$ cat src/utf8_codepoint_encoder_top_macros.svh
// Assertion macros for the UTF-8 code point encoder.
// Included by the modules that assert; no other dependencies.
`ifndef UTF8_CODEPOINT_ENCODER_TOP_MACROS_SVH
`define UTF8_CODEPOINT_ENCODER_TOP_MACROS_SVH

`ifndef SYNTHESIS
// Implication checked in the same cycle
`define U8E_ASSERT_SAME(lbl, clk, rst, ante, cons) \
   lbl: assert property (@(posedge clk) disable iff (rst) (ante) |-> (cons)) \
      else $error("u8e check failed");
// Implication checked in the next cycle
`define U8E_ASSERT_NEXT(lbl, clk, rst, ante, cons) \
   lbl: assert property (@(posedge clk) disable iff (rst) (ante) |=> (cons)) \
      else $error("u8e check failed");
`else
`define U8E_ASSERT_SAME(lbl, clk, rst, ante, cons)
`define U8E_ASSERT_NEXT(lbl, clk, rst, ante, cons)
`endif

`endif

$ cat src/u8e_pkg.sv
// Shared types, constants and length classification for the UTF-8 encoder.
// No dependencies.
package u8e_pkg;

   typedef logic [31:0] code_point_type;
   typedef logic [7:0]  byte_type;
   // Sequence length; zero marks a value outside the encodable range
   typedef logic [2:0]  len_type;
   typedef logic [2:0]  idx_type;

   localparam len_type LEN_ERR = 3'd0;
   localparam len_type LEN_1   = 3'd1;
   localparam len_type LEN_2   = 3'd2;
   localparam len_type LEN_3   = 3'd3;
   localparam len_type LEN_4   = 3'd4;
   localparam len_type LEN_5   = 3'd5;
   localparam len_type LEN_6   = 3'd6;

   localparam code_point_type LIMIT_1 = 32'h0000_007F;
   localparam code_point_type LIMIT_2 = 32'h0000_07FF;
   localparam code_point_type LIMIT_3 = 32'h0000_FFFF;
   localparam code_point_type LIMIT_4 = 32'h001F_FFFF;
   localparam code_point_type LIMIT_5 = 32'h03FF_FFFF;
   localparam code_point_type LIMIT_6 = 32'h7FFF_FFFF;

   localparam byte_type CONT_MARK = 8'h80;
   localparam byte_type CONT_MASK = 8'h3F;

   // One result word
   typedef struct packed {
      byte_type out_byte;
      logic     is_last;
      logic     error;
   } byte_info_type;

   // Pick the shortest legacy length from the range limits
   function automatic len_type classify_len(input code_point_type cp);
      len_type len;
      priority if (cp <= LIMIT_1) len = LEN_1;
      else if (cp <= LIMIT_2) len = LEN_2;
      else if (cp <= LIMIT_3) len = LEN_3;
      else if (cp <= LIMIT_4) len = LEN_4;
      else if (cp <= LIMIT_5) len = LEN_5;
      else if (cp <= LIMIT_6) len = LEN_6;
      else len = LEN_ERR;
      return len;
   endfunction

   // Length marker of the lead byte
   function automatic byte_type lead_mark(input len_type len);
      byte_type mark;
      unique case (len)
         LEN_2:   mark = 8'hC0;
         LEN_3:   mark = 8'hE0;
         LEN_4:   mark = 8'hF0;
         LEN_5:   mark = 8'hF8;
         LEN_6:   mark = 8'hFC;
         default: mark = 8'h00;
      endcase
      return mark;
   endfunction

   // Payload bits left in the lead byte
   function automatic byte_type lead_mask(input len_type len);
      byte_type mask;
      unique case (len)
         LEN_1:   mask = 8'h7F;
         LEN_2:   mask = 8'h1F;
         LEN_3:   mask = 8'h0F;
         LEN_4:   mask = 8'h07;
         LEN_5:   mask = 8'h03;
         LEN_6:   mask = 8'h01;
         default: mask = 8'h00;
      endcase
      return mask;
   endfunction

endpackage

$ cat src/u8e_req_if.sv
// Input channel of the UTF-8 encoder: one code point per word.
// Depends on u8e_pkg.
interface u8e_req_if;
   import u8e_pkg::*;

   logic           valid;
   logic           ready;
   code_point_type code_point;

   modport source (output valid, output code_point, input ready);
   modport sink   (input valid, input code_point, output ready);
endinterface

$ cat src/u8e_rsp_if.sv
// Result channel of the UTF-8 encoder: one encoded byte per word.
// Depends on u8e_pkg.
interface u8e_rsp_if;
   import u8e_pkg::*;

   logic     valid;
   logic     ready;
   byte_type out_byte;
   logic     is_last;
   logic     error;

   modport source (output valid, output out_byte, output is_last, output error, input ready);
   modport sink   (input valid, input out_byte, input is_last, input error, output ready);
endinterface

$ cat src/utf8_codepoint_encoder_top.sv
// Top level of the UTF-8 code point encoder (legacy form, up to six bytes).
// Depends on u8e_pkg, u8e_req_if, u8e_rsp_if, u8e_byte_sel and the macro header.
//
//   channel  dir  word                               handshake
//   req_ch   in   code_point[31:0]                   valid/ready
//   rsp_ch   out  out_byte[7:0], is_last, error      valid/ready
//
// A code point of length L gives L result words, one byte per cycle at the
// result register while rsp_ch does not stall; out-of-range values give one.
// The next code point is taken in the cycle its predecessor's last byte
// moves into the result register, so bytes stream without gaps.
// A stall on rsp_ch holds the result register and the byte counter.
// Reset is synchronous and clears the busy flag and the result valid.
`include "utf8_codepoint_encoder_top_macros.svh"

module utf8_codepoint_encoder_top (
   input logic       clock,
   input logic       reset,
   u8e_req_if.sink   req_ch,
   u8e_rsp_if.source rsp_ch
);
   import u8e_pkg::*;

   code_point_type cp_ff;
   len_type        len_ff;
   idx_type        idx_ff;
   logic           busy_ff;
   logic           rsp_valid_ff;
   byte_info_type  rsp_ff;
   byte_info_type  cur;
   logic           req_fire;
   logic           load;

   // Form the byte the counter points at
   u8e_byte_sel u_byte_sel (
      .cp   (cp_ff),
      .len  (len_ff),
      .idx  (idx_ff),
      .info (cur)
   );

   // Advance when the result register is free or being drained
   assign load     = busy_ff & (~rsp_valid_ff | rsp_ch.ready);
   assign req_fire = req_ch.valid & req_ch.ready;
   assign req_ch.ready = ~busy_ff | (load & cur.is_last);

   // Hold the code point and step through its bytes
   always_ff @(posedge clock) begin
      if (reset) begin
         busy_ff <= 1'b0;
         idx_ff  <= 3'd0;
      end else if (req_fire) begin
         busy_ff <= 1'b1;
         idx_ff  <= 3'd0;
      end else if (load & cur.is_last) begin
         busy_ff <= 1'b0;
      end else if (load) begin
         idx_ff  <= 3'(idx_ff + 3'd1);
      end
   end

   always_ff @(posedge clock) begin
      if (req_fire) begin
         cp_ff  <= req_ch.code_point;
         len_ff <= classify_len(req_ch.code_point);
      end
   end

   // Result register
   always_ff @(posedge clock) begin
      if (reset) begin
         rsp_valid_ff <= 1'b0;
      end else if (load) begin
         rsp_valid_ff <= 1'b1;
      end else if (rsp_ch.ready) begin
         rsp_valid_ff <= 1'b0;
      end
   end

   always_ff @(posedge clock) begin
      if (load) begin
         rsp_ff <= cur;
      end
   end

   assign rsp_ch.valid    = rsp_valid_ff;
   assign rsp_ch.out_byte = rsp_ff.out_byte;
   assign rsp_ch.is_last  = rsp_ff.is_last;
   assign rsp_ch.error    = rsp_ff.error;

   // Checks
   `U8E_ASSERT_SAME(a_idx_in_range, clock, reset, busy_ff && len_ff != LEN_ERR, idx_ff < len_ff)
   `U8E_ASSERT_SAME(a_err_single, clock, reset, rsp_valid_ff && rsp_ff.error, rsp_ff.is_last && rsp_ff.out_byte == 8'h00)
   `U8E_ASSERT_NEXT(a_accept_starts, clock, reset, req_fire, busy_ff && idx_ff == 3'd0)
   `U8E_ASSERT_NEXT(a_mid_stays_busy, clock, reset, load && !cur.is_last, busy_ff && rsp_valid_ff)
endmodule

$ cat src/u8e_byte_sel.sv
// Forms byte number idx of a code point's sequence, given its length.
// Depends on u8e_pkg.
module u8e_byte_sel (
   input  u8e_pkg::code_point_type cp,
   input  u8e_pkg::len_type        len,
   input  u8e_pkg::idx_type        idx,
   output u8e_pkg::byte_info_type  info
);
   import u8e_pkg::*;

   idx_type  last_idx;
   idx_type  field_idx;
   byte_type field;

   // Position of the final byte, and of the six-bit group this byte carries
   assign last_idx  = 3'(len - LEN_1);
   assign field_idx = 3'(last_idx - idx);

   // Select the group, with the bits above it for the one-byte lead
   always_comb begin
      unique case (field_idx)
         3'd0:    field = cp[7:0];
         3'd1:    field = cp[13:6];
         3'd2:    field = cp[19:12];
         3'd3:    field = cp[25:18];
         3'd4:    field = cp[31:24];
         3'd5:    field = {6'b0, cp[31:30]};
         default: field = 8'h00;
      endcase
   end

   // Build lead, continuation or error word
   always_comb begin
      if (len == LEN_ERR) begin
         info.out_byte = 8'h00;
         info.is_last  = 1'b1;
         info.error    = 1'b1;
      end else begin
         if (idx == 3'd0) begin
            info.out_byte = (field & lead_mask(len)) | lead_mark(len);
         end else begin
            info.out_byte = (field & CONT_MASK) | CONT_MARK;
         end
         info.is_last = (idx == last_idx);
         info.error   = 1'b0;
      end
   end
endmodule
$ cat src/flat_wrapper.sv
// flat-port wrapper written by rule: the top's interface ports become plain ports
module utf8_codepoint_encoder_top_flat import u8e_pkg::*;
  (clock, reset, req_ch_valid, req_ch_code_point, req_ch_ready, rsp_ch_valid, rsp_ch_out_byte, rsp_ch_is_last, rsp_ch_error, rsp_ch_ready);
  u8e_req_if req_ch_i ();
  u8e_rsp_if rsp_ch_i ();
  input logic clock;
  input logic reset;
  input wire logic [$bits(req_ch_i.valid)-1:0] req_ch_valid;
  input wire logic [$bits(req_ch_i.code_point)-1:0] req_ch_code_point;
  output wire logic [$bits(req_ch_i.ready)-1:0] req_ch_ready;
  output wire logic [$bits(rsp_ch_i.valid)-1:0] rsp_ch_valid;
  output wire logic [$bits(rsp_ch_i.out_byte)-1:0] rsp_ch_out_byte;
  output wire logic [$bits(rsp_ch_i.is_last)-1:0] rsp_ch_is_last;
  output wire logic [$bits(rsp_ch_i.error)-1:0] rsp_ch_error;
  input wire logic [$bits(rsp_ch_i.ready)-1:0] rsp_ch_ready;
  assign req_ch_i.valid = req_ch_valid;
  assign req_ch_i.code_point = req_ch_code_point;
  assign req_ch_ready = req_ch_i.ready;
  assign rsp_ch_valid = rsp_ch_i.valid;
  assign rsp_ch_out_byte = rsp_ch_i.out_byte;
  assign rsp_ch_is_last = rsp_ch_i.is_last;
  assign rsp_ch_error = rsp_ch_i.error;
  assign rsp_ch_i.ready = rsp_ch_ready;
  utf8_codepoint_encoder_top u_core (.clock(clock), .reset(reset), .req_ch(req_ch_i), .rsp_ch(rsp_ch_i));
endmodule
$ cat config.mk
export PLATFORM = sky130hd
export DESIGN_NAME = utf8_codepoint_encoder_top_flat
export DESIGN_NICKNAME = d
export VERILOG_FILES = /design/src/u8e_pkg.sv /design/src/u8e_req_if.sv /design/src/u8e_rsp_if.sv /design/src/utf8_codepoint_encoder_top.sv /design/src/u8e_byte_sel.sv /design/src/flat_wrapper.sv
export VERILOG_INCLUDE_DIRS = /design/src /design/src/src
export SDC_FILE = /design/constraint.sdc
export NUM_CORES = 1
export LEC_CHECK = 0
export BUFFER_PORTS_ARGS = -buffer_cell sky130_fd_sc_hd__buf_2
export CORE_MARGIN = 3
export CORE_UTILIZATION = 36
export CTS_BUF_LIST = sky130_fd_sc_hd__clkbuf_16
export CTS_CLUSTER_DIAMETER = 200
export DETAILED_ROUTE_END_ITERATION = 16
export GPL_ROUTABILITY_DRIVEN = 0
export GPL_TIMING_DRIVEN = 0
export SLEW_MARGIN = 5
export SYNTH_ARGS = -nofsm -noshare
export SYNTH_HDL_FRONTEND = slang
export SYNTH_SLANG_ARGS = --single-unit
$ cat constraint.sdc
create_clock -name clock -period 3.1 [get_ports clock]
set_clock_uncertainty 0.2 [all_clocks]
set_input_delay 0.465 -clock clock [delete_from_list [all_inputs] [get_ports clock]]
set_output_delay 0.465 -clock clock [all_outputs]
set_load 0.03 [all_outputs]
Word-level counts from Yosys, hierarchy flattened
Cells that the tools add are included.

cells by class
  add/sub/neg operators = 3
  mux-type cells = 18
  eq/ne operators = 12
  reductions and logical operators = 9
  bitwise logic cells = 11
  magnitude comparators = 6

operators by type and width
  kind                                                              count
  one-hot mux 8 bit (6 select lines)                                1
  one-hot mux 7 bit (6 select lines)                                1
  two-way mux 8 bit                                                 5
  one-hot mux 8 bit (5 select lines)                                1
  less-or-equal comparator 32 x 11 -> 1 bit, second input constant  1
  less-or-equal comparator 32 x 16 -> 1 bit, second input constant  1
  less-or-equal comparator 32 x 21 -> 1 bit, second input constant  1
  less-or-equal comparator 32 x 26 -> 1 bit, second input constant  1
  less-or-equal comparator 32 x 31 -> 1 bit, second input constant  1
  less-or-equal comparator 32 x 7 -> 1 bit, second input constant   1
  == test 3 bit, second input constant                              5
  == test 3 x 2 -> 1 bit, second input constant                     4
  zero test 3 bit                                                   3
  two-way mux 3 bit                                                 3
  bitwise AND 8 bit                                                 1
  bitwise OR 8 bit                                                  1
  == test 3 x 1 -> 1 bit, second input constant                     2
  two-way mux 2 bit                                                 3
  two-way mux 1 bit                                                 4
  NOT 1 bit                                                         4
  nonzero test 2 bit                                                2
  OR reduction 2 bit                                                2
  adder 3 x 1 -> 3 bit, second input constant                       1
  bitwise AND 1 bit                                                 3
  6 further kinds                                                   7

storage, ports and cells
  bits in registers = 50
  logic and storage cells = 69

Depth between registers and ports, before layout
Gate-level depths: netlist of run 1.

  depth after elaboration = 7
  mapped depth = 9
  gate-level depth less buffers = 8

By module
Synthesis of run 1 repeated with hierarchy kept, for this count alone.

unflattened totals
  cell total of the unflattened synthesis = 196
  area total of the unflattened synthesis = 2519.9 µm²

by module, submodules not included
  module                      instances  area each (µm²)  cells an instance
  utf8_codepoint_encoder_top  1          1697.9           86
  u8e_byte_sel                1          822.0            110

Worst setup path before layout of run 1
Ideal clock, no wire load.

  path kind = register -> register
  start point = register u_core.len_ff[0]
  end point = register u_core.cp_ff[0], enable pin
  cell stages (with the launch flop) = 8
  setup time = 0.349 ns
  arrival time = 2.315 ns
  setup slack = 0.237 ns
  required time = 2.551 ns
  cell sequence = edfxtp_1 -> inv_1 -> ha_1 -> clkbuf_1 -> nor2b_1 -> a31oi_2 -> o21ai_1 -> and2_4

between the ends
  cells in the longest elaborated chain, start to end = 6
  elaborated cells on any way between the ends = 7
  classes of those cells = 1 x add/sub; 1 x eq/ne; 1 x mux; 3 x bitwise; 1 x reduce/logical

ends and longest elaborated chain
  element                    RTL line                          text
  from (decl)                utf8_codepoint_encoder_top.sv:25  len_type len_ff;
  from (signal assigned)     utf8_codepoint_encoder_top.sv:65  len_ff <= classify_len(req_ch.code_point);
  subtractor 3 x 1 -> 3 bit  u8e_byte_sel.sv:16                assign last_idx = 3'(len - LEN_1);
  == test 3 bit              u8e_byte_sel.sv:44                info.is_last = (idx == last_idx);
  two-way mux 2 bit *        u8e_byte_sel.sv:34                if (len == LEN_ERR) begin
  bitwise AND 1 bit *        utf8_codepoint_encoder_top.sv:45  assign req_ch.ready = ~busy_ff | (load & cur.is_last);
  bitwise OR 1 bit *         utf8_codepoint_encoder_top.sv:45
  named net req_ch_ready     flat_wrapper.sv:10                output wire logic [$bits(req_ch_i.ready)-1:0] req_ch_ready;
  bitwise AND 1 bit *        utf8_codepoint_encoder_top.sv:44  assign req_fire = req_ch.valid & req_ch.ready;
  named net u_core.req_fire  utf8_codepoint_encoder_top.sv:31  logic req_fire;
  to (signal assigned)       utf8_codepoint_encoder_top.sv:64  cp_ff <= req_ch.code_point;
  to (decl)                  utf8_codepoint_encoder_top.sv:24  code_point_type cp_ff;

Mark *: on every way through the listed nets, which the timed path passes. The rest lies on a longest branch.
A chain may end at the register's enable or synchronous reset.

Final worst setup path of run 1
  start point = register u_core.len_ff[0]
  end point = output port req_ch_ready

between the ends
  cells in the longest elaborated chain, start to end = 5
  elaborated cells on any way between the ends = 6
  classes of those cells = 1 x add/sub; 1 x eq/ne; 1 x mux; 2 x bitwise; 1 x reduce/logical

ends and longest elaborated chain
  element                    RTL line
  subtractor 3 x 1 -> 3 bit  u8e_byte_sel.sv:16
  == test 3 bit              u8e_byte_sel.sv:44
  two-way mux 2 bit *        u8e_byte_sel.sv:34
  bitwise AND 1 bit *        utf8_codepoint_encoder_top.sv:45
  bitwise OR 1 bit *         utf8_codepoint_encoder_top.sv:45
  to (decl)                  flat_wrapper.sv:10

Mark *: on every way between the ends. The rest lies on a longest branch, timed or not.

==> results of run 1 <==
==> cells by family after synthesis <==
family / synth area share (%)
flops: 56.6
xor+xnor: 4.73
fa+ha+maj: 5.17
compound gates: 11.5
mux: 7.85
simple gates: 11.0
buf+inv: 3.17
==> layer usage <==
metal / vias to the layer above / routed length [µm]
li1: 876 / -
met4: 0 / 100
met5: - / 0
met3: 8 / 218
met2: 47 / 2370
met1: 826 / 2430
==> report_power, final <==
group | switching (mW) | total, mW | internal (mW)
Clock | 0.230 | 0.529 | 0.299
Sequential | 0.0169 | 0.811 | 0.794
Combinational | 0.192 | 0.319 | 0.127
==> flip-flops by register name, indices dropped and copies added, names as in the netlist <==
register / flops
u_core.cp_ff: 32
u_core.rsp_ch.out_byte: 8
u_core.idx_ff: 3
u_core.len_ff: 3
u_core.busy_ff: 1
u_core.rsp_ch.error: 1
u_core.rsp_ch.is_last: 1
u_core.rsp_ch.valid: 1
==> worst max-delay path: cells and delay by family (launching register included) <==
kind	cells	cell delay [ns]
buffers and inverters	3	0.65
DFF	1	0.42
AOI/OAI and AO/OA	2	0.34
adders and majority gates	1	0.15
and+or+nand+nor	1	0.42
==> what timing repair did <==
action,CTS,global route
pin swaps,0,1
setup endpoints to repair,6,6
cloned,0,0
hold buffers,0,0
resized for setup,3,1
setup buffers,0,2
==> final cells by class <==
class	count	area share [%]
multi-input cells	131	33.9
plain buffers	7	1.17
inverters	11	1.37
repair buffers	49	8.08
clock buffers	5	4.04
well taps	96	3.88
clock inverters	3	0.687
flip-flops and latches	50	46.9
==> worst min path at each step <==
stage,start,cells past startpoint,to
2_1_floorplan,u_core.busy_ff,2,u_core.rsp_ch.valid
3_3_place_gp,u_core.busy_ff,2,u_core.rsp_ch.valid
3_5_place_dp,u_core.busy_ff,2,u_core.rsp_ch.valid
4_1_cts,req_ch_code_point[3],1,u_core.cp_ff[3]
5_1_grt,req_ch_code_point[1],1,u_core.cp_ff[1]
6_report,req_ch_code_point[5],1,u_core.cp_ff[5]
==> layout by cell type, fill, tap and decap left out, drive strengths merged, types with 2 or more instances in the layout <==
cell	count
buf	53
edfxtp	45
nor2	12
nand2	12
a21oi	11
inv	10
nor3	9
ha	9
o21ai	9
clkbuf	8
mux2	6
nand3	5
dfxtp	5
xnor2	5
nor2b	4
mux2i	4
a31oi	4
mux4	4
clkinv	4
or4	3
o22ai	3
o32ai	3
and3	2
nand2b	2
a211oi	2
or3	2
nand4	2
xor2	2
==> per-stage QoR <==
stage / worst slack [ns] / area (µm²) / setup TNS, ns / utilization (%)
after floorplan: 0.237 / 2560 / 0 / -
after global placement: -0.220 / 2920 / -0.769 / 42.5
after detailed placement: -0.211 / 2920 / -0.592 / 42.5
after CTS: 0.0803 / 3080 / 0 / 44.8
after global routing: -0.0136 / 3100 / -0.0136 / 45.1
final: 0.154 / 3100 / 0 / 45.1
==> reports/metrics.cfg, run 1 <==
[outcome]
status = complete, no violations

[yosys]
syn_area_um2 = 2560
synth-seq-cells = 50
ys_types = 53
synth_seq_area_share_pct = 56.6
synth_area_leaders = edfxtp_1 53%, ha_1 4.4%, dfxtp_1 3.9%
synth_edf_count = 45
syn_inst = 200
avgSynthCellArea_um2 = 12.8
ys_top_cells_by_count = 45 x edfxtp_1, 12 x nand2_1, 12 x nor2_1, 10 x a21oi_1, 10 x inv_1
synth_top_area_share_pct = 52.7
syn_nets = 246
synthFlopType = edfxtp_1
synth.most_common_cell = edfxtp_1
async_reset_ff_share_pct = 0
yosys.area.top_type = edfxtp_1
yosys_warnings = 0

[route]
drtIter0Drc = 82
drc = 0
vias_per_cell = 4.99
drtAntennaViolNets = 0
num_vias = 1757
drtPass1Iterations = 4
wl_um = 5110
avgRoutedWirePerCell_um = 14.5

[cts]
cts.clk_slew.worst_paths_ns = 0.06
clk_latency_ns = 0.29
cts_tree = done
cts-buffers-inserted = 5
clkSinkCount = 50
cts_buffer_depth = 2
cts-htree-levels = 2
cts_root_buffer = clkbuf_16

[finish]
n_antenna_cell = 0
drive_gt1_share_pct = 29.7
multi_input_area_um2 = 1050
nNetsFinal = 301
fillerInstances = 640
seq_area_um2 = 1450
syn_to_final_growth_pct = 20.7
fin_cells = 352

[timing]
worst_pin_slew_ns = 0.938
fmax_mhz = 339
period_needed_ns = 2.95
hold_violations = 0
period_share_pct = 95.0
hold_slack_ns = 0.149
slew_headroom_pct = 37.3
setup_viol = 0
drv_slew = 0

[floorplan]
die_w_um = 90.4
core_um2 = 6870
pin_count = 48
die-height_um = 90.4
start_util_pct = 37.3
rows = 30
die_area_um2 = 8170

[critical_path]
path_cells = inv_1 -> ha_1 -> clkbuf_1 -> nor2b_1 -> a31oi_2 -> o21ai_1 -> buf_2
end_kind = output port
critPathArrivalTime_ns = 2.28
reg2reg_to = u_core.rsp_ch.out_byte[0]
r2r-start = u_core.len_ff[0]
cp-start-kind = flop
cp_data_required_time_ns = 2.43
crit_end = req_ch_ready
cp_max_fo = 9
rrSetupSlack_ns = 0.16
critPathSlowestCell = edfxtp_1
reg2reg_depth = 9
cpPeakStageDelay_ns = 0.42
worstSetupPathType = flop to output port
startpoint = u_core.len_ff[0]

[power]
power_mw = 1.66
p_leak_nw = 1.19
p_per_area_nw_per_um2 = 536
ir_worst_vdd_v = 0.000346

[placed_design]
dp_hpwl_um = 3770
port_buffers = 47
dp.cells = 343

[global_routing]
grt.overflow.total = 0
grt_use_met2_pct = 21.0
antenna_found_initial = 0
gr-usage-met3_pct = 2.75
grt_max_degree = 39
grt_usage_pct = 13.1
busiest_layer = met2
grt_first_pass_wirelength_um = 8510
first_global_vias = 1791
grt_util_met1_pct = 17.6

[hold_path]
hp-class = input port to flop

[job]
maxCapViolations = 0

Note: power is estimated with default switching activity, not from simulation.
==> run 2, diff against run 1 <==
--- a/config.mk
+++ b/config.mk
@@ -14,6 +14,7 @@
 export DETAILED_ROUTE_END_ITERATION = 16
 export GPL_ROUTABILITY_DRIVEN = 0
 export GPL_TIMING_DRIVEN = 0
+export RECOVER_POWER = 25
 export SLEW_MARGIN = 5
 export SYNTH_ARGS = -nofsm -noshare
 export SYNTH_HDL_FRONTEND = slang
==> reports/metrics.cfg, run 2 (synthesized netlist as in run 1, its figures left out) <==
[power]
ir_worst_vdd_v = 0.000346  ; about the same
p_leak_nw = 1.16  ; was 1.19 nW
p_per_area_nw_per_um2 = 537  ; was 536 nW/µm²

[floorplan]
start_util_pct = 37.3  ; unchanged
die_area_um2 = 8170  ; unchanged
die_w_um = 90.4  ; unchanged
die-height_um = 90.4  ; unchanged
pin_count = 48  ; unchanged
rows = 30  ; unchanged
core_um2 = 6870  ; unchanged

[route]
drc = 0  ; unchanged
wl_um = 5130  ; was 5110 µm
drtAntennaViolNets = 0  ; unchanged
avgRoutedWirePerCell_um = 14.6  ; was 14.5 µm
vias_per_cell = 4.99  ; about the same
drtPass1Iterations = 4  ; unchanged
num_vias = 1755  ; was 1757
drtIter0Drc = 82  ; unchanged

[global_routing]
grt_usage_pct = 13.1  ; unchanged
first_global_vias = 1791  ; unchanged
antenna_found_initial = 0  ; unchanged
grt.overflow.total = 0  ; unchanged
grt_max_degree = 39  ; unchanged
grt_first_pass_wirelength_um = 8510  ; unchanged

[timing]
timing.final.ws_setup_ns = 0.154  ; about the same
period_share_pct = 95.0  ; about the same
period_needed_ns = 2.95  ; about the same
drv_slew = 0  ; unchanged
fmax_mhz = 339  ; about the same
slew_headroom_pct = 37.3  ; unchanged
worst_pin_slew_ns = 0.938  ; unchanged
setup_viol = 0  ; unchanged
hold_slack_ns = 0.149  ; about the same
hold_violations = 0  ; unchanged

[hold_path]
hp-class = input port to flop  ; unchanged

[finish]
mostFrequentLayoutCell = edfxtp_1  ; was buf_2
syn_to_final_growth_pct = 20.3  ; was 20.7%
largest_register = u_core.cp_ff  ; unchanged
drive_gt1_share_pct = 26.2  ; was 29.7%
design_area_um2 = 3090  ; was 3100 µm²
fin_cells = 352  ; unchanged
final_cell_mix = 45 x edfxtp_1, 40 x buf_2, 12 x clkbuf_1, 12 x nor2_1, 12 x nand2_1  ; was 49 x buf_2, 45 x edfxtp_1, 12 x nor2_1, 12 x nand2_1
nNetsFinal = 301  ; unchanged
largest_register_ffs = 32  ; unchanged
n_antenna_cell = 0  ; unchanged

[critical_path]
cpPeakStageDelay_ns = 0.42  ; about the same
path_delay_family = buffers and inverters  ; unchanged
cp_data_required_time_ns = 2.43  ; about the same
worstSetupPathType = flop to output port  ; unchanged
cp_max_fo = 9  ; unchanged
critPathArrivalTime_ns = 2.28  ; about the same
end_kind = output port  ; unchanged
critPathSlowestCell = edfxtp_1  ; unchanged
worst-path-buf-inv = 3  ; unchanged
path_cells = inv_1 -> ha_1 -> clkbuf_1 -> nor2b_1 -> a31oi_2 -> o21ai_1 -> buf_2  ; unchanged
cp-start-kind = flop  ; unchanged

[cts]
cts_buffer_depth = 2  ; unchanged
cts_tree = done  ; unchanged
cts-buffers-inserted = 5  ; unchanged
clkSinkCount = 50  ; unchanged
cts_hold_buf = 0  ; unchanged
cts.clk_slew.worst_paths_ns = 0.06  ; about the same
cts-htree-levels = 2  ; unchanged
clk_latency_ns = 0.29  ; about the same
cts_root_buffer = clkbuf_16  ; unchanged

[placed_design]
port_buffers = 47  ; unchanged
dp.cells = 343  ; unchanged
post-place-ws_ns = -0.211  ; unchanged
postPlaceCellArea_um2 = 2920  ; unchanged
dp_hpwl_um = 3770  ; unchanged

[job]
maxCapViolations = 0  ; unchanged

[outcome]
status = complete, no violations  ; unchanged

## run 2: path summary, 6_finish.rpt
check | from | end | slack, ns | cells after the start
setup / recovery | u_core.len_ff[0] | req_ch_ready | 0.15 | 7
hold / removal | req_ch_code_point[5] | u_core.cp_ff[5] | 0.15 | 1
setup reg to reg | u_core.len_ff[0] | u_core.rsp_ch.out_byte[0] | 0.16 | 9
hold reg to reg | u_core.busy_ff | u_core.rsp_ch.valid | 0.29 | 2
## run 2: power breakdown
group / total (mW) / internal (mW) / leakage, nW / switching [mW]
sequential: 0.811 / 0.794 / 0.473 / 0.0169
clock: 0.528 / 0.299 / 0.0714 / 0.230
combinational: 0.318 / 0.126 / 0.617 / 0.192
total: 1.66 / 1.22 / 1.16 / 0.439
## run 2: layer usage
| metal | share of wire, % | vias up | global-route usage [%] |
|---|---|---|---|
| met4 | 2.0 | 0 | 4.85 |
| met2 | 46 | 51 | 21.0 |
| met5 | 0 | - | 0 |
| met1 | 48 | 821 | 17.6 |
| li1 | - | 875 | - |
| met3 | 4.4 | 8 | 2.75 |
## run 2: worst reg2reg max path, delay by kind of cell (launching register included)
family | cells | cell delay (ns)
adders and majority gates | 2 | 0.68
AOI/OAI and AO/OA | 3 | 0.67
buffers and inverters | 2 | 0.33
DFF | 1 | 0.42
muxes | 2 | 0.42
## run 2: timing repair
| item | 4_1_cts | 5_1_grt |
|---|---|---|
| setup buffers | 0 | 2 |
| hold endpoints to repair | 0 | 0 |
| endpoints found under the setup margin | 6 | 6 |
| pin swaps | 0 | 1 |
| resized for setup | 3 | 1 |
## run 2: area by class of cell
cell class	count	area, µm²
plain buffers	7	36.3
clock buffers	5	125
clock inverters	3	21.3
fillers	646	3780
inverters	11	42.5
multi-input cells	131	1050
flip-flops and latches	50	1450
well taps	96	120
repair buffers	49	239
## run 2: per-stage QoR
step                      power, mW  TNS (ns)  utilization, %
after floorplan                1.04         0               -
after global placement         1.14    -0.769            42.5
after detailed placement       1.14    -0.592            42.5
after CTS                      1.68         0            44.8
after global routing           1.74   -0.0136            44.9
final                          1.66         0            44.9
